==> src/design/bchc_pkg.sv <==
package bchc_pkg;

  localparam int BUTTON_SLOTS_DEF = 4;
  localparam int RAW_W            = 4;
  localparam int IDX_W            = 2;
  localparam int CODE_W           = 8;
  localparam int CNT_W            = 8;
  localparam int TMR_W            = 16;
  localparam int MAX_REPORTS      = 8;

  localparam int HOLD_STEP_UNIT   = 5;
  localparam int HOLD_STEPS_MAX   = 65535;
  localparam int HOLD_Q_MAX       = HOLD_STEPS_MAX / HOLD_STEP_UNIT;
  localparam int HOLD_Q_W         = $clog2(HOLD_Q_MAX + 1);
  localparam int HOLD_R_W         = $clog2(HOLD_STEP_UNIT);

  localparam int NUM_REGS         = 7;
  localparam int APB_AW           = $clog2(4 * NUM_REGS);
  localparam int APB_DW           = 32;

  typedef enum logic [2:0] {
    REG_DEBOUNCE      = 3'd0,
    REG_PRESS_LEVEL   = 3'd1,
    REG_HOLD_PERIOD   = 3'd2,
    REG_RELEASE_DELAY = 3'd3,
    REG_PRESS_LIMIT   = 3'd4,
    REG_HOLD_LIMIT    = 3'd5,
    REG_UNKNOWN_CODE  = 3'd6
  } reg_idx_t;

  typedef enum logic {
    KIND_HOLD  = 1'b0,
    KIND_FINAL = 1'b1
  } report_kind_t;

  typedef struct packed {
    logic [CNT_W-1:0]  debounce_count;
    logic              press_level;
    logic [TMR_W-1:0]  hold_period_ticks;
    logic [TMR_W-1:0]  release_delay_ticks;
    logic [CNT_W-1:0]  press_limit;
    logic [CNT_W-1:0]  hold_limit;
    logic [CODE_W-1:0] unknown_code;
  } cfg_t;

  localparam cfg_t CFG_RST = '{
    debounce_count:      8'd5,
    press_level:         1'b0,
    hold_period_ticks:   16'd200,
    release_delay_ticks: 16'd500,
    press_limit:         8'd5,
    hold_limit:          8'd10,
    unknown_code:        8'd255
  };

  // released pin level under the reset press polarity
  localparam logic IDLE_LEVEL_RST = 1'b1;

endpackage

==> src/design/bchc_if.sv <==
interface bchc_in_if;
  import bchc_pkg::*;

  logic             valid;
  logic             ready;
  logic [RAW_W-1:0] raw_levels;

  modport source (output valid, output raw_levels, input ready);
  modport sink   (input valid, input raw_levels, output ready);
endinterface

interface bchc_out_if;
  import bchc_pkg::*;

  logic              valid;
  logic              ready;
  logic              report_kind;
  logic [IDX_W-1:0]  button_index;
  logic [CODE_W-1:0] report_code;
  logic              last;

  modport source (output valid, output report_kind, output button_index, output report_code,
                  output last, input ready);
  modport sink   (input valid, input report_kind, input button_index, input report_code,
                  input last, output ready);
endinterface

==> src/design/button_click_hold_classifier.sv <==
// Button click/hold classifier. Each accepted word is one tick of raw pin levels;
// the tick is registered, then debounce, hold timer, release timer and the per-button
// click/hold state are all updated together, and the reports it causes (hold
// progress first, then final reports, each in button order, at most 8) are queued and
// sent one per cycle, while the receiver is ready, through a single output register. A
// tick that causes reports holds the next tick in the input register until the last of
// them has moved into the output register.
// Ticks are accepted while the previous reports are still waiting on the output.
module button_click_hold_classifier #(
  parameter int BUTTON_SLOTS = bchc_pkg::BUTTON_SLOTS_DEF
) (
  input  logic                        clk,
  input  logic                        rst_n,
  bchc_in_if.sink                     in_ch,
  bchc_out_if.source                  out_ch,
  input  logic                        psel,
  input  logic                        penable,
  input  logic                        pwrite,
  input  logic [bchc_pkg::APB_AW-1:0] paddr,
  input  logic [bchc_pkg::APB_DW-1:0] pwdata,
  output logic [bchc_pkg::APB_DW-1:0] prdata,
  output logic                        pready
);
  import bchc_pkg::*;

  localparam int NSLOT = 2 * BUTTON_SLOTS;
  localparam int EXT_W = (BUTTON_SLOTS > RAW_W) ? BUTTON_SLOTS : RAW_W;

  cfg_t cfg;

  logic             inreg_v_r;
  logic [RAW_W-1:0] raw_r;
  logic [EXT_W-1:0] raw_ext;
  logic             batch_free;
  logic             advance;

  logic [BUTTON_SLOTS-1:0] cand_r, cand_nxt;
  logic [BUTTON_SLOTS-1:0] acc_r, acc_nxt;
  logic [BUTTON_SLOTS-1:0] down_r, down_nxt;
  logic [BUTTON_SLOTS-1:0] rel_r, rel_nxt;
  logic [BUTTON_SLOTS-1:0] holding_r, holding_nxt;
  logic [CNT_W-1:0]        stable_r [BUTTON_SLOTS];
  logic [CNT_W-1:0]        stable_nxt [BUTTON_SLOTS];
  logic [CNT_W-1:0]        click_r [BUTTON_SLOTS];
  logic [CNT_W-1:0]        click_nxt [BUTTON_SLOTS];
  logic [HOLD_Q_W-1:0]     hq_r [BUTTON_SLOTS];
  logic [HOLD_Q_W-1:0]     hq_nxt [BUTTON_SLOTS];
  logic [HOLD_R_W-1:0]     hr_r [BUTTON_SLOTS];
  logic [HOLD_R_W-1:0]     hr_nxt [BUTTON_SLOTS];
  logic [TMR_W-1:0]        hold_cnt_r, hold_cnt_nxt;
  logic [TMR_W-1:0]        rel_cnt_r, rel_cnt_nxt;
  logic                    hold_arm_r, hold_arm_nxt;
  logic                    rel_arm_r, rel_arm_nxt;

  logic                    hold_fire;
  logic                    rel_fire;
  logic [HOLD_Q_W:0]       hsum;
  logic [NSLOT-1:0]        rpt_raw;
  logic [NSLOT-1:0]        rpt_mask;
  logic [NSLOT-1:0]        pre;
  logic [CODE_W-1:0]       rpt_code [NSLOT];

  // hold steps are kept as quotient and remainder by the step unit
  function automatic logic [HOLD_Q_W:0] hold_code(input logic [HOLD_Q_W-1:0] q,
                                                  input logic [CNT_W-1:0]    lim);
    return {1'b0, q} + (HOLD_Q_W + 1)'(lim);
  endfunction

  bchc_cfg u_cfg (
    .clk     (clk),
    .rst_n   (rst_n),
    .psel    (psel),
    .penable (penable),
    .pwrite  (pwrite),
    .paddr   (paddr),
    .pwdata  (pwdata),
    .prdata  (prdata),
    .pready  (pready),
    .cfg     (cfg)
  );

  assign in_ch.ready = !inreg_v_r || batch_free;
  assign advance     = inreg_v_r && batch_free;
  assign raw_ext     = EXT_W'(raw_r);

  always_ff @(posedge clk) begin
    if (!rst_n) begin
      inreg_v_r <= 1'b0;
    end else if (in_ch.ready) begin
      inreg_v_r <= in_ch.valid;
    end
  end

  always_ff @(posedge clk) begin
    if (in_ch.valid && in_ch.ready) begin
      raw_r <= in_ch.raw_levels;
    end
  end

  always_comb begin
    cand_nxt    = cand_r;
    acc_nxt     = acc_r;
    down_nxt    = down_r;
    rel_nxt     = rel_r;
    holding_nxt = holding_r;
    stable_nxt  = stable_r;
    click_nxt   = click_r;
    hq_nxt      = hq_r;
    hr_nxt      = hr_r;
    hsum        = '0;
    rpt_raw     = '0;
    for (int k = 0; k < NSLOT; k++) begin
      rpt_code[k] = '0;
    end

    // hold timer
    hold_fire    = hold_arm_r && (hold_cnt_r <= TMR_W'(1));
    hold_arm_nxt = hold_arm_r && !hold_fire;
    hold_cnt_nxt = hold_fire ? '0 : (hold_arm_r ? hold_cnt_r - TMR_W'(1) : hold_cnt_r);
    for (int i = 0; i < BUTTON_SLOTS; i++) begin
      if (hold_fire && down_r[i]) begin
        if (!((hq_r[i] == HOLD_Q_W'(HOLD_Q_MAX)) && (hr_r[i] == '0))) begin
          if (hr_r[i] == HOLD_R_W'(HOLD_STEP_UNIT - 1)) begin
            hr_nxt[i] = '0;
            hq_nxt[i] = hq_r[i] + HOLD_Q_W'(1);
          end else begin
            hr_nxt[i] = hr_r[i] + HOLD_R_W'(1);
          end
        end
        if (hq_nxt[i] != '0) begin
          holding_nxt[i] = 1'b1;
          click_nxt[i]   = '0;
        end
        if (hr_nxt[i] == '0) begin
          hsum        = hold_code(hq_nxt[i], cfg.press_limit);
          rpt_raw[i]  = 1'b1;
          rpt_code[i] = (hsum > (HOLD_Q_W + 1)'({CODE_W{1'b1}})) ? '1 : hsum[CODE_W-1:0];
        end
      end
    end
    if (hold_fire && (down_r != '0)) begin
      hold_arm_nxt = 1'b1;
      hold_cnt_nxt = (cfg.hold_period_ticks == '0) ? TMR_W'(1) : cfg.hold_period_ticks;
    end

    // release timer and final reports
    rel_fire    = rel_arm_r && (rel_cnt_r <= TMR_W'(1));
    rel_arm_nxt = rel_arm_r && !rel_fire;
    rel_cnt_nxt = rel_fire ? '0 : (rel_arm_r ? rel_cnt_r - TMR_W'(1) : rel_cnt_r);
    for (int i = 0; i < BUTTON_SLOTS; i++) begin
      if (rel_fire && rel_r[i]) begin
        if (!holding_nxt[i]) begin
          rpt_code[BUTTON_SLOTS + i] = (click_nxt[i] >= cfg.press_limit) ?
                                       cfg.unknown_code : click_nxt[i];
        end else begin
          hsum = hold_code(hq_nxt[i], cfg.press_limit);
          rpt_code[BUTTON_SLOTS + i] = (hsum >= (HOLD_Q_W + 1)'(cfg.hold_limit)) ?
                                       cfg.unknown_code : hsum[CODE_W-1:0];
        end
        rpt_raw[BUTTON_SLOTS + i] = 1'b1;
        hq_nxt[i]      = '0;
        hr_nxt[i]      = '0;
        click_nxt[i]   = '0;
        down_nxt[i]    = 1'b0;
        rel_nxt[i]     = 1'b0;
        holding_nxt[i] = 1'b0;
      end
    end

    // debounce, press and release
    for (int i = 0; i < BUTTON_SLOTS; i++) begin
      if (raw_ext[i] != cand_r[i]) begin
        cand_nxt[i]   = raw_ext[i];
        stable_nxt[i] = CNT_W'(1);
      end else if (stable_r[i] != '1) begin
        stable_nxt[i] = stable_r[i] + CNT_W'(1);
      end
      if ((stable_nxt[i] >= cfg.debounce_count) && (cand_nxt[i] != acc_r[i])) begin
        acc_nxt[i] = cand_nxt[i];
        if (cand_nxt[i] == cfg.press_level) begin
          if (click_nxt[i] != '1) begin
            click_nxt[i] = click_nxt[i] + CNT_W'(1);
          end
          if (!down_nxt[i]) begin
            hold_arm_nxt = 1'b1;
            hold_cnt_nxt = TMR_W'(1);
          end
          holding_nxt[i] = 1'b0;
          hq_nxt[i]      = '0;
          hr_nxt[i]      = '0;
          down_nxt[i]    = 1'b1;
          rel_nxt[i]     = 1'b0;
        end else begin
          rel_nxt[i]  = 1'b1;
          down_nxt[i] = 1'b0;
          rel_arm_nxt = 1'b1;
          rel_cnt_nxt = (cfg.release_delay_ticks == '0) ? TMR_W'(1) :
                        cfg.release_delay_ticks;
        end
      end
    end
  end

  // per-tick report cap
  always_comb begin
    pre      = '0;
    rpt_mask = '0;
    for (int k = 0; k < NSLOT; k++) begin
      for (int j = 0; j < NSLOT; j++) begin
        pre[j] = (j < k) && rpt_raw[j];
      end
      rpt_mask[k] = rpt_raw[k] && ($countones(pre) < MAX_REPORTS);
    end
  end

  always_ff @(posedge clk) begin
    if (!rst_n) begin
      cand_r     <= {BUTTON_SLOTS{IDLE_LEVEL_RST}};
      acc_r      <= {BUTTON_SLOTS{IDLE_LEVEL_RST}};
      down_r     <= '0;
      rel_r      <= '0;
      holding_r  <= '0;
      for (int i = 0; i < BUTTON_SLOTS; i++) begin
        stable_r[i] <= '0;
        click_r[i]  <= '0;
        hq_r[i]     <= '0;
        hr_r[i]     <= '0;
      end
      hold_cnt_r <= '0;
      rel_cnt_r  <= '0;
      hold_arm_r <= 1'b0;
      rel_arm_r  <= 1'b0;
    end else if (advance) begin
      cand_r     <= cand_nxt;
      acc_r      <= acc_nxt;
      down_r     <= down_nxt;
      rel_r      <= rel_nxt;
      holding_r  <= holding_nxt;
      stable_r   <= stable_nxt;
      click_r    <= click_nxt;
      hq_r       <= hq_nxt;
      hr_r       <= hr_nxt;
      hold_cnt_r <= hold_cnt_nxt;
      rel_cnt_r  <= rel_cnt_nxt;
      hold_arm_r <= hold_arm_nxt;
      rel_arm_r  <= rel_arm_nxt;
    end
  end

  bchc_ser #(
    .BUTTON_SLOTS (BUTTON_SLOTS)
  ) u_ser (
    .clk       (clk),
    .rst_n     (rst_n),
    .load      (advance),
    .load_mask (rpt_mask),
    .load_code (rpt_code),
    .free      (batch_free),
    .out_ch    (out_ch)
  );

`ifndef SYNTHESIS
  a_hold_idle: assert property (@(posedge clk) disable iff (!rst_n)
    !hold_arm_r |-> (hold_cnt_r == '0))
    else $error("hold countdown nonzero while disarmed");

  a_rel_idle: assert property (@(posedge clk) disable iff (!rst_n)
    !rel_arm_r |-> (rel_cnt_r == '0))
    else $error("release countdown nonzero while disarmed");

  a_down_rel: assert property (@(posedge clk) disable iff (!rst_n)
    (down_r & rel_r) == '0)
    else $error("button both down and released");

  for (genvar g = 0; g < BUTTON_SLOTS; g++) begin : g_chk
    a_hold_clicks: assert property (@(posedge clk) disable iff (!rst_n)
      holding_r[g] |-> (click_r[g] == '0))
      else $error("holding button kept a click count");
  end
`endif

endmodule

==> src/design/bchc_cfg.sv <==
module bchc_cfg (
  input  logic                        clk,
  input  logic                        rst_n,
  input  logic                        psel,
  input  logic                        penable,
  input  logic                        pwrite,
  input  logic [bchc_pkg::APB_AW-1:0] paddr,
  input  logic [bchc_pkg::APB_DW-1:0] pwdata,
  output logic [bchc_pkg::APB_DW-1:0] prdata,
  output logic                        pready,
  output bchc_pkg::cfg_t              cfg
);
  import bchc_pkg::*;

  cfg_t     cfg_r;
  cfg_t     cfg_nxt;
  reg_idx_t idx;
  logic     wr_en;

  assign idx    = reg_idx_t'(paddr[APB_AW-1:2]);
  assign wr_en  = psel && penable && pwrite;
  assign pready = 1'b1;
  assign cfg    = cfg_r;

  always_comb begin
    cfg_nxt = cfg_r;
    prdata  = '0;
    unique case (idx)
      REG_DEBOUNCE: begin
        prdata = APB_DW'(cfg_r.debounce_count);
        if (wr_en) cfg_nxt.debounce_count = pwdata[CNT_W-1:0];
      end
      REG_PRESS_LEVEL: begin
        prdata = APB_DW'(cfg_r.press_level);
        if (wr_en) cfg_nxt.press_level = pwdata[0];
      end
      REG_HOLD_PERIOD: begin
        prdata = APB_DW'(cfg_r.hold_period_ticks);
        if (wr_en) cfg_nxt.hold_period_ticks = pwdata[TMR_W-1:0];
      end
      REG_RELEASE_DELAY: begin
        prdata = APB_DW'(cfg_r.release_delay_ticks);
        if (wr_en) cfg_nxt.release_delay_ticks = pwdata[TMR_W-1:0];
      end
      REG_PRESS_LIMIT: begin
        prdata = APB_DW'(cfg_r.press_limit);
        if (wr_en) cfg_nxt.press_limit = pwdata[CNT_W-1:0];
      end
      REG_HOLD_LIMIT: begin
        prdata = APB_DW'(cfg_r.hold_limit);
        if (wr_en) cfg_nxt.hold_limit = pwdata[CNT_W-1:0];
      end
      REG_UNKNOWN_CODE: begin
        prdata = APB_DW'(cfg_r.unknown_code);
        if (wr_en) cfg_nxt.unknown_code = pwdata[CODE_W-1:0];
      end
      default: begin
        prdata = '0;
      end
    endcase
  end

  always_ff @(posedge clk) begin
    if (!rst_n) begin
      cfg_r <= CFG_RST;
    end else begin
      cfg_r <= cfg_nxt;
    end
  end

endmodule

==> src/design/bchc_ser.sv <==
module bchc_ser #(
  parameter  int BUTTON_SLOTS = bchc_pkg::BUTTON_SLOTS_DEF,
  localparam int NSLOT        = 2 * BUTTON_SLOTS
) (
  input  logic                        clk,
  input  logic                        rst_n,
  input  logic                        load,
  input  logic [NSLOT-1:0]            load_mask,
  input  logic [bchc_pkg::CODE_W-1:0] load_code [NSLOT],
  output logic                        free,
  bchc_out_if.source                  out_ch
);
  import bchc_pkg::*;

  logic [NSLOT-1:0]  mask_r;
  logic [NSLOT-1:0]  mask_nxt;
  logic [CODE_W-1:0] code_r [NSLOT];
  logic              out_v_r;
  report_kind_t      kind_r;
  logic [IDX_W-1:0]  idx_r;
  logic [CODE_W-1:0] ocode_r;
  logic              last_r;

  logic [NSLOT-1:0]  sel_oh;
  logic [NSLOT-1:0]  rest;
  report_kind_t      sel_kind;
  logic [IDX_W-1:0]  sel_idx;
  logic [CODE_W-1:0] sel_code;
  logic              pop;

  // lowest pending slot goes first: hold reports by button, then final reports
  always_comb begin
    sel_oh   = '0;
    sel_kind = KIND_HOLD;
    sel_idx  = '0;
    sel_code = '0;
    for (int k = NSLOT - 1; k >= 0; k--) begin
      if (mask_r[k]) begin
        sel_oh   = NSLOT'(1) << k;
        sel_kind = (k >= BUTTON_SLOTS) ? KIND_FINAL : KIND_HOLD;
        sel_idx  = (k >= BUTTON_SLOTS) ? IDX_W'(k - BUTTON_SLOTS) : IDX_W'(k);
        sel_code = code_r[k];
      end
    end
  end

  assign rest     = mask_r & ~sel_oh;
  assign pop      = (mask_r != '0) && (!out_v_r || out_ch.ready);
  assign free     = (mask_r == '0) || (pop && (rest == '0));
  assign mask_nxt = load ? load_mask : (pop ? rest : mask_r);

  always_ff @(posedge clk) begin
    if (!rst_n) begin
      mask_r  <= '0;
      out_v_r <= 1'b0;
    end else begin
      mask_r <= mask_nxt;
      if (pop) begin
        out_v_r <= 1'b1;
      end else if (out_ch.ready) begin
        out_v_r <= 1'b0;
      end
    end
  end

  always_ff @(posedge clk) begin
    if (load) begin
      code_r <= load_code;
    end
    if (pop) begin
      kind_r  <= sel_kind;
      idx_r   <= sel_idx;
      ocode_r <= sel_code;
      last_r  <= (rest == '0);
    end
  end

  assign out_ch.valid        = out_v_r;
  assign out_ch.report_kind  = kind_r;
  assign out_ch.button_index = idx_r;
  assign out_ch.report_code  = ocode_r;
  assign out_ch.last         = last_r;

endmodule

==> src/flat_wrapper.sv <==
// flat-port wrapper written by rule: the top's interface ports become plain ports
module button_click_hold_classifier_flat import bchc_pkg::*;
#(
  parameter int BUTTON_SLOTS = bchc_pkg::BUTTON_SLOTS_DEF
)
  (clk, rst_n, psel, penable, pwrite, paddr, pwdata, prdata, pready, in_ch_valid, in_ch_raw_levels, in_ch_ready, out_ch_valid, out_ch_report_kind, out_ch_button_index, out_ch_report_code, out_ch_last, out_ch_ready);
  bchc_in_if in_ch_i ();
  bchc_out_if out_ch_i ();
  input  logic clk;
  input  logic rst_n;
  input  logic psel;
  input  logic penable;
  input  logic pwrite;
  input  logic [bchc_pkg::APB_AW-1:0] paddr;
  input  logic [bchc_pkg::APB_DW-1:0] pwdata;
  output logic [bchc_pkg::APB_DW-1:0] prdata;
  output logic pready;
  input wire logic [$bits(in_ch_i.valid)-1:0] in_ch_valid;
  input wire logic [$bits(in_ch_i.raw_levels)-1:0] in_ch_raw_levels;
  output wire logic [$bits(in_ch_i.ready)-1:0] in_ch_ready;
  output wire logic [$bits(out_ch_i.valid)-1:0] out_ch_valid;
  output wire logic [$bits(out_ch_i.report_kind)-1:0] out_ch_report_kind;
  output wire logic [$bits(out_ch_i.button_index)-1:0] out_ch_button_index;
  output wire logic [$bits(out_ch_i.report_code)-1:0] out_ch_report_code;
  output wire logic [$bits(out_ch_i.last)-1:0] out_ch_last;
  input wire logic [$bits(out_ch_i.ready)-1:0] out_ch_ready;
  assign in_ch_i.valid = in_ch_valid;
  assign in_ch_i.raw_levels = in_ch_raw_levels;
  assign in_ch_ready = in_ch_i.ready;
  assign out_ch_valid = out_ch_i.valid;
  assign out_ch_report_kind = out_ch_i.report_kind;
  assign out_ch_button_index = out_ch_i.button_index;
  assign out_ch_report_code = out_ch_i.report_code;
  assign out_ch_last = out_ch_i.last;
  assign out_ch_i.ready = out_ch_ready;
  button_click_hold_classifier #(.BUTTON_SLOTS(BUTTON_SLOTS)) u_core (.clk(clk), .rst_n(rst_n), .in_ch(in_ch_i), .out_ch(out_ch_i), .psel(psel), .penable(penable), .pwrite(pwrite), .paddr(paddr), .pwdata(pwdata), .prdata(prdata), .pready(pready));
endmodule
==> config.mk <==
export PLATFORM = sky130hd
export DESIGN_NAME = button_click_hold_classifier_flat
export DESIGN_NICKNAME = d
export VERILOG_FILES = /design/src/design/bchc_pkg.sv /design/src/design/bchc_if.sv /design/src/design/button_click_hold_classifier.sv /design/src/design/bchc_cfg.sv /design/src/design/bchc_ser.sv /design/src/flat_wrapper.sv
export SDC_FILE = /design/constraint.sdc
export NUM_CORES = 1
export LEC_CHECK = 0
export BUFFER_PORTS_ARGS = -buffer_cell sky130_fd_sc_hd__buf_4
export CAP_MARGIN = 20
export CORE_MARGIN = 2
export CORE_UTILIZATION = 50
export CTS_CLUSTER_DIAMETER = 30
export DETAILED_ROUTE_END_ITERATION = 8
export PLACE_DENSITY = 0.72
export SLEW_MARGIN = 0
export SYNTH_ARGS = -nofsm -noshare
export SYNTH_HDL_FRONTEND = slang
export SYNTH_SLANG_ARGS = --single-unit
==> constraint.sdc <==
create_clock -name clk -period 6.38 [get_ports clk]
set_input_delay 1.276 -clock clk [delete_from_list [all_inputs] [get_ports clk]]
set_output_delay 1.276 -clock clk [all_outputs]
set_load 0.05 [all_outputs]
==> results of run 1 <==
==> worst max-delay path, stage by stage, from the launching register on <==
cell and delay [ns]:
dfxtp_1 0.36, inv_1 0.08, ha_1 0.19, o21ba_2 0.16
nand4_1 0.13, nor2_1 0.60, nand2_1 0.39, o21ai_0 0.44
inv_1 0.11, fa_1 0.43, nand3b_1 0.19, a21oi_1 0.25
o21ai_0 0.13, a21oi_1 0.24, ha_1 0.28, o21ai_0 0.19
o21ai_0 0.16, a211oi_1 0.25, mux2i_1 0.11, nor2_1 0.19
o2111ai_4 0.29, a21boi_0 0.22, o21ba_1 0.19
==> flip-flops by register name, indices dropped and copies added (netlist names), 8 cells and up <==
| name | cells |
|---|---|
| u_core.u_ser.out_ch.report_code | 8 |
| u_core.u_ser.code_r | 64 |
| u_core.stable_r | 32 |
| u_core.rel_cnt_r | 16 |
| u_core.hold_cnt_r | 16 |
| u_core.click_r | 32 |
| u_core.u_ser.mask_r | 8 |
| u_core.u_cfg.cfg | 65 |
| u_core.hq_r | 56 |
| u_core.hr_r | 12 |
==> metal layers <==
layer | up-vias | share of wire (%)
met1 | 11887 | 42
met5 | - | 0.13
met4 | 4 | 4.2
met2 | 1175 | 45
li1 | 11708 | -
met3 | 223 | 8.7
==> final cells by class <==
cell class	count	area, um^2
clock buffers	108	2340
clock inverters	56	910
fillers	4493	21300
inverters	123	472
multi-input cells	2574	16800
flip-flops and latches	341	7630
well taps	680	851
repair buffers	99	768
==> cells by family (layout without fill, tap and decap cells) <==
logic type      Yosys count  after routing  synth area share, %
flops                   341            341                 29.6
simple gates           1283           1283                 24.8
buf+inv                 329            386                 5.44
fa+ha+maj               214            214                 10.6
other cells               2             17               0.0292
xor+xnor                167            167                 5.68
compound gates          800            800                 19.9
mux                      93             93                 3.95
==> worst max path at each step <==
stage | startpoint | end | slack (ns) | depth (start not counted)
finish | u_core.hold_cnt_r[0] | u_core.u_ser.code_r[24] | 0.52 | 22
CTS | u_core.hold_cnt_r[0] | u_core.u_ser.code_r[6] | 0.33 | 22
detailed placement | u_core.hold_cnt_r[0] | u_core.u_ser.code_r[6] | 0.40 | 22
global route | u_core.hold_cnt_r[0] | u_core.u_ser.code_r[23] | 0.06 | 20
global placement | u_core.hold_cnt_r[0] | u_core.u_ser.code_r[6] | 0.55 | 22
floorplan | u_core.hold_cnt_r[0] | u_core.u_ser.code_r[0] | 1.40 | 27
==> Yosys cell counts, types with 10 or more instances <==
cell,instances
nand4_1,50
inv_1,122
and3_1,41
nand3_1,121
o221a_2,10
nor3_1,75
nand3b_1,10
o211ai_1,31
a21o_1,24
a211oi_1,39
o21ai_0,200
or4_1,22
and4_1,13
nor4_1,47
buf_4,23
xnor2_1,118
nor2_1,300
o41ai_1,12
clkbuf_1,131
and2_1,52
dfxtp_1,261
ha_1,202
mux2i_1,79
or3_1,28
o31ai_1,13
nor3b_1,13
a21oi_1,224
o22ai_1,10
edfxtp_1,80
a31oi_1,39
or2_2,16
nand4b_1,10
xor2_1,49
nand2_1,375
a22oi_1,34
buf_2,39
o21a_1,55
nor2b_1,40
nand2b_1,29
==> through the flow <==
| stage | cell area (um^2) | power, mW | utilization, % |
|---|---|---|---|
| 4_1_cts | 29800 | 7.44 | 58.2 |
| 5_1_grt | 29800 | 7.59 | 58.2 |
| 3_3_place_gp | 26500 | 2.61 | 51.9 |
| 6_report | 29800 | 7.40 | 58.2 |
| 2_1_floorplan | 25800 | 2.51 | - |
| 3_5_place_dp | 26500 | 2.61 | 51.9 |
==> layout by cell type (no fill, tap or decap), drive strengths merged, types with 14 or more instances in the layout <==
cell and instances:
or2 16, nor3 79, nand4 53, o21ai 207, nor2 300, nand2b 29
conb 17, a21o 24, o211ai 33, nand3 124, a21oi 224, nor2b 40
buf 99, a31oi 39, nor4 51, o21a 55, and3 41, clkbuf 108
xor2 49, xnor2 118, mux2i 79, a22oi 34, inv 133, bufinv 15
edfxtp 80, dfxtp 261, ha 202, and2 57, or4 23, nand2 376
a211oi 41, nor3b 14, clkinv 18, or3 28, o31ai 14
==> power breakdown <==
group          switching, mW  total (mW)  internal (mW)
logic                  0.228       0.317         0.0889
registers             0.0250        2.26           2.24
clock network           1.56        4.82           3.26
==> impl_metrics.env, run 1 <==
export IMPL_die_width_um=231
export IMPL_hpwl_um=59300
export IMPL_drt_total_wl_um=83500
export IMPL_start_util_pct=50.4
export IMPL_ir_drop_v=0.000250
export IMPL_post_cts_setup_buffers=0
export IMPL_synth_ff_type="dfxtp_1"
export IMPL_die_h_um=231
export IMPL_p_leak_nw=11.6
export IMPL_gr_usage_met2_pct=48.9
export IMPL_min_from="u_core.hold_cnt_r[14]"
export IMPL_min_period_over_period_pct=91.9
export IMPL_syn_avg_cell_area_um2=7.97
export IMPL_grt_use_met3_pct=6.10
export IMPL_rsz0062_at_grt="no"
export IMPL_n_antenna_cell=0
export IMPL_synth_area_top_cells="dfxtp_1 (20%), ha_1 (9.8%), edfxtp_1 (9.3%), nand2_1 (5.5%), nor2_1 (4.4%)"
export IMPL_rows=83
export IMPL_fin_ws_ns=0.516
export IMPL_setup_viol=0
export IMPL_synthDistinctLibCells=99
export IMPL_cts_resized=0
export IMPL_track_usage_pct=30.8
export IMPL_worstMarginPinSlew_ns=1.06
export IMPL_synth_top_area_share_pct=20.3
export IMPL_async_flop_share_pct=0
export IMPL_cts_tree="done"
export IMPL_synthCells=3229
export IMPL_grt_util_met1_pct=40.5
export IMPL_synth_edf_count=80
export IMPL_holdPathStages=2
export IMPL_cp_required_ns=6.75
export IMPL_ys_warn_count=0
export IMPL_drive_above_1_share_pct=10.1
export IMPL_max_freq_ghz=0.171
export IMPL_power_density_mw_per_mm2=249
export IMPL_cp_arrival_ns=6.24
export IMPL_dpl_cell_count=3817
export IMPL_clock_root_buffer="clkbuf_16"
export IMPL_portBuffers=59
export IMPL_first_pass_iters=6
export IMPL_crit_path_end_kind="register"
export IMPL_h_tree_depth=3
export IMPL_r2r_slack_ns=0.52
export IMPL_antenna_found_initial=1
export IMPL_slew_violations=0
export IMPL_yosysTopAreaCell="dfxtp_1"
export IMPL_clock_path_buffers=3
export IMPL_grt_ovfl_total=0
export IMPL_clk_pin_slew_worst_paths_ns=0.05
export IMPL_num_io_pins=95
export IMPL_core_mm2=0.0511
export IMPL_vias=24997
export IMPL_finalNonFillerCells=3981
export IMPL_grt_start_max_net_pins=162
export IMPL_hold_buffers=0
export IMPL_holdWs_ns=0.464
export IMPL_drt_initial_drc_count=2676
export IMPL_pre_cts_slack_ns=0.398
export IMPL_top_usage_layer="met2"
export IMPL_cts_sinks=341
export IMPL_nNetsFinal=3485
export IMPL_drc=0
export IMPL_synth_seq_cells=341
export IMPL_worstRegToRegCells=22
export IMPL_tns_ns=0
export IMPL_hp_class="reg -> reg"
export IMPL_gp_congestion=0.963
export IMPL_wl_per_cell_um=21.0
export IMPL_syn_area_mm2=0.0257
export IMPL_fin_crit_ns=5.86
export IMPL_detail_route_antenna_nets=0
export IMPL_syn2layout_area_growth_pct=15.6
export IMPL_ys_seq_area_share_pct=29.6
export IMPL_worstPathMaxFanout=10
export IMPL_reg2reg_from="u_core.hold_cnt_r[0]"
export IMPL_grt_pass1_wl_um=130000
export IMPL_fin_skew_ns=0.0480
export IMPL_status="complete, no violations"
export IMPL_crit_type="reg -> reg"
export IMPL_cts_made_buffers=87
export IMPL_die_area_mm2=0.0533
export IMPL_clkLatencyLatePin_ns=0.64
export IMPL_drv_cap=0
export IMPL_min_to="u_core.hold_cnt_r[14]"
export IMPL_final_hold_viol_count=0
export IMPL_start_kind="register"
export IMPL_max_slew_margin_pct=29.1
export IMPL_grt_pass1_vias=23539
export IMPL_vias_per_cell=6.28
export IMPL_r2r_end="u_core.u_ser.code_r[24]"
(Power assumes the default switching activity.)
==> run 2: changes to the inputs <==
--- a/config.mk
+++ b/config.mk
@@ -12,7 +12,9 @@
 export CTS_CLUSTER_DIAMETER = 30
 export DETAILED_ROUTE_END_ITERATION = 8
 export PLACE_DENSITY = 0.72
+export SETUP_SLACK_MARGIN = 0.4
 export SLEW_MARGIN = 0
 export SYNTH_ARGS = -nofsm -noshare
 export SYNTH_HDL_FRONTEND = slang
+export SYNTH_HIERARCHICAL = 1
 export SYNTH_SLANG_ARGS = --single-unit
==> run 2 against run 1 <==
Compared with the run above:
- register-to-register slack better by 0.11 ns
- first-iteration DRC count down 2.1%
- global-route usage down 1.0 points
- cell count down 0.38%
- non-clock buffer count up 16
- final area down 0.16%
- wire length down 3.5%
- maximum frequency up 2.0%
- combinational power up 3%
- clock skew down 0.020 ns
- total power down 5.2%
- hold slack better by 0.0022 ns
- critical path type unchanged
- critical endpoint is now u_core/u_ser/code_r[29]
==> impl_metrics.env, run 2 <==
export IMPL_status="complete, no violations"
export IMPL_drive_above_1_share_pct=11.0
export IMPL_start_util_pct=50.4
export IMPL_drt_initial_drc_count=2621
export IMPL_grt_util_met1_pct=38.8
export IMPL_cp_required_ns=6.81
export IMPL_vias=24795
export IMPL_tns_ns=0
export IMPL_power_density_mw_per_mm2=236
export IMPL_rows=83
export IMPL_grt_ovfl_total=0
export IMPL_fin_skew_ns=0.0277
export IMPL_die_h_um=231
export IMPL_worstMarginPinSlew_ns=1.01
export IMPL_clkLatencyLatePin_ns=0.63
export IMPL_finalNonFillerCells=3966
export IMPL_cts_made_buffers=84
export IMPL_vias_per_cell=6.25
export IMPL_synthCells=3205
export IMPL_ys_warn_count=6
export IMPL_drt_total_wl_um=80600
export IMPL_layout_common_cells="nand2_1 (309), a21oi_1 (277), dfxtp_1 (261)"
export IMPL_n_antenna_cell=0
export IMPL_async_flop_share_pct=0
export IMPL_worstRegToRegCells=24
export IMPL_nFillCells=4514
export IMPL_slew_violations=0
export IMPL_core_mm2=0.0511
export IMPL_final_hold_viol_count=0
export IMPL_nNetsFinal=3471
export IMPL_holdPathStages=2
export IMPL_wl_per_cell_um=20.3
export IMPL_grt_start_max_net_pins=87
export IMPL_grt_use_met3_pct=5.39
export IMPL_hp_class="reg -> reg"
export IMPL_gp_congestion=0.963
export IMPL_ys_seq_area_share_pct=29.6
export IMPL_hold_buffers=0
export IMPL_hpwl_um=57700
export IMPL_top_usage_layer="met2"
export IMPL_yosysTopAreaCell="dfxtp_1"
export IMPL_ys_top_cells_by_count="nand2_1 (313), a21oi_1 (277), dfxtp_1 (261)"
export IMPL_start_kind="register"
export IMPL_die_area_mm2=0.0533
export IMPL_cts_sinks=341
export IMPL_grt_pass1_wl_um=127000
export IMPL_syn_area_mm2=0.0258
export IMPL_synthDistinctLibCells=109
export IMPL_syn2layout_area_growth_pct=15.4
export IMPL_crit_path_end_kind="register"
export IMPL_detail_route_antenna_nets=0
export IMPL_synth_ff_type="dfxtp_1"
export IMPL_rsz0062_at_grt="yes"
export IMPL_yosysMostFrequentCell="nand2_1"
export IMPL_syn_avg_cell_area_um2=8.03
export IMPL_synth_area_top_cells="dfxtp_1 (20%), ha_1 (9.6%), edfxtp_1 (9.3%), a21oi_1 (5.4%), nand2_1 (4.6%)"
export IMPL_drv_cap=0
export IMPL_synth_edf_count=80
export IMPL_h_tree_depth=3
export IMPL_crit_type="reg -> reg"
export IMPL_worstPathMaxFanout=6
export IMPL_grt_pass1_vias=23695
export IMPL_drc=0
export IMPL_portBuffers=59
export IMPL_cp_arrival_ns=6.19
export IMPL_final_common_cell="nand2_1"
export IMPL_synth_top_area_share_pct=20.3
export IMPL_clock_path_buffers=3
export IMPL_max_slew_margin_pct=32.6
export IMPL_num_io_pins=95
export IMPL_track_usage_pct=29.7
export IMPL_first_pass_iters=6
export IMPL_largest_register_ffs=65
export IMPL_antenna_found_initial=0
export IMPL_gr_usage_met2_pct=47.7
export IMPL_p_leak_nw=12.0
export IMPL_die_width_um=231
export IMPL_fin_crit_ns=5.75
export IMPL_cts_tree="done"
export IMPL_max_freq_ghz=0.174
export IMPL_ir_drop_v=0.000232
export IMPL_min_period_over_period_pct=90.2
export IMPL_clk_pin_slew_worst_paths_ns=0.05
export IMPL_clock_root_buffer="clkbuf_16"
export IMPL_setup_viol=0
export IMPL_dpl_cell_count=3800
export IMPL_synth_seq_cells=341
## run 2: cell count changes after synthesis, moves of 13 or more
| cell | before | now |
|---|---|---|
| nand3_1 | 121 | 97 |
| a21oi_1 | 224 | 277 |
| o21a_1 | 55 | 20 |
| inv_1 | 122 | 145 |
| nand2_1 | 375 | 313 |
| nor2b_1 | 40 | 75 |
| o211ai_1 | 31 | 18 |
| nor3_1 | 75 | 94 |
| or3_1 | 28 | 42 |
| a21o_1 | 24 | 40 |
| nor2_1 | 300 | 246 |
| mux2i_1 | 79 | 106 |
## run 2: where the power goes
group	switching, mW	internal (mW)
registers	0.0248	2.24
logic	0.229	0.0958
clock network	1.40	3.02
total	1.65	5.36
## run 2: layout make-up
class                   count  area (um^2)  area share, %
inverters                 152          578           1.95
clock inverters            50          632           2.13
well taps                 680          851           2.86
flip-flops and latches    341         7630           25.7
clock buffers             105         2350           7.92
multi-input cells        2523        16800           56.5
repair buffers            115          880           2.96
## run 2: layer usage
metal  wire length (um)  share of wire (%)  vias up
met5                  0                  0        -
met4               3600                4.5        0
met2              36600                 45     1118
met1              33900                 42    11815
li1                   -                  -    11619
met3               6480                8.0      243
## run 2: path summary, 6_finish.rpt
path	from	endpoint	slack, ns
setup / recovery	u_core/hold_cnt_r[8]	u_core/u_ser/code_r[29]	0.63
hold / removal	u_core/holding_r[2]	u_core/holding_r[2]	0.47
setup reg to reg	u_core/hold_cnt_r[8]	u_core/u_ser/code_r[29]	0.63
hold reg to reg	u_core/holding_r[2]	u_core/holding_r[2]	0.47
## run 2: cell families (layout without fill, tap and decap cells)
group / after synthesis / after routing / share of synthesized area (%)
AND/OR/NAND/NOR: 1190 / 1190 / 23.8
other: 2 / 17 / 0.0292
adder cells (fa/ha/maj): 207 / 207 / 10.3
buffers and inverters: 356 / 422 / 5.83
XOR/XNOR: 170 / 170 / 5.78
AO/OA/AOI/OAI: 822 / 822 / 20.0
flip-flops: 341 / 341 / 29.6
multiplexers: 117 / 117 / 4.60
## run 2: what timing repair did
action                     4_1_cts  5_1_grt
buffers inserted                 3        7
resized for setup                1       26
setup endpoints to repair       16       32
pin swaps                        2        7
## run 2: worst max-delay path, stage by stage, from the launching register on
cell and delay [ns]:
dfxtp_1 0.35, or4_1 0.56, or4_4 0.53, nor4_4 0.30
buf_4 0.18, nand2_1 0.08, xnor2_2 0.20, ha_2 0.22
inv_1 0.05, fa_1 0.39, nor2b_1 0.13, o21ai_0 0.11
nand2_1 0.09, nor2_1 0.03, or2_2 0.30, inv_1 0.06
ha_1 0.23, a21o_1 0.16, a21oi_1 0.14, o21ai_0 0.10
a21o_1 0.21, a2111oi_4 0.36, and4bb_2 0.36, nor2b_2 0.11
a221oi_2 0.29
## run 2: metrics by stage
stage / cell area, um^2 / utilization (%) / power [mW] / worst slack, ns / hold WS [ns]
after floorplan: 25800 / - / 2.53 / 0.592 / 0.429
after global placement: 26500 / 52.0 / 2.61 / 0.378 / 0.450
after detailed placement: 26500 / 52.0 / 2.62 / 0.279 / 0.455
after CTS: 29600 / 57.9 / 7.06 / 0.440 / 0.467
after global routing: 29700 / 58.2 / 7.21 / 0.287 / 0.482
final: 29700 / 58.2 / 7.01 / 0.628 / 0.466
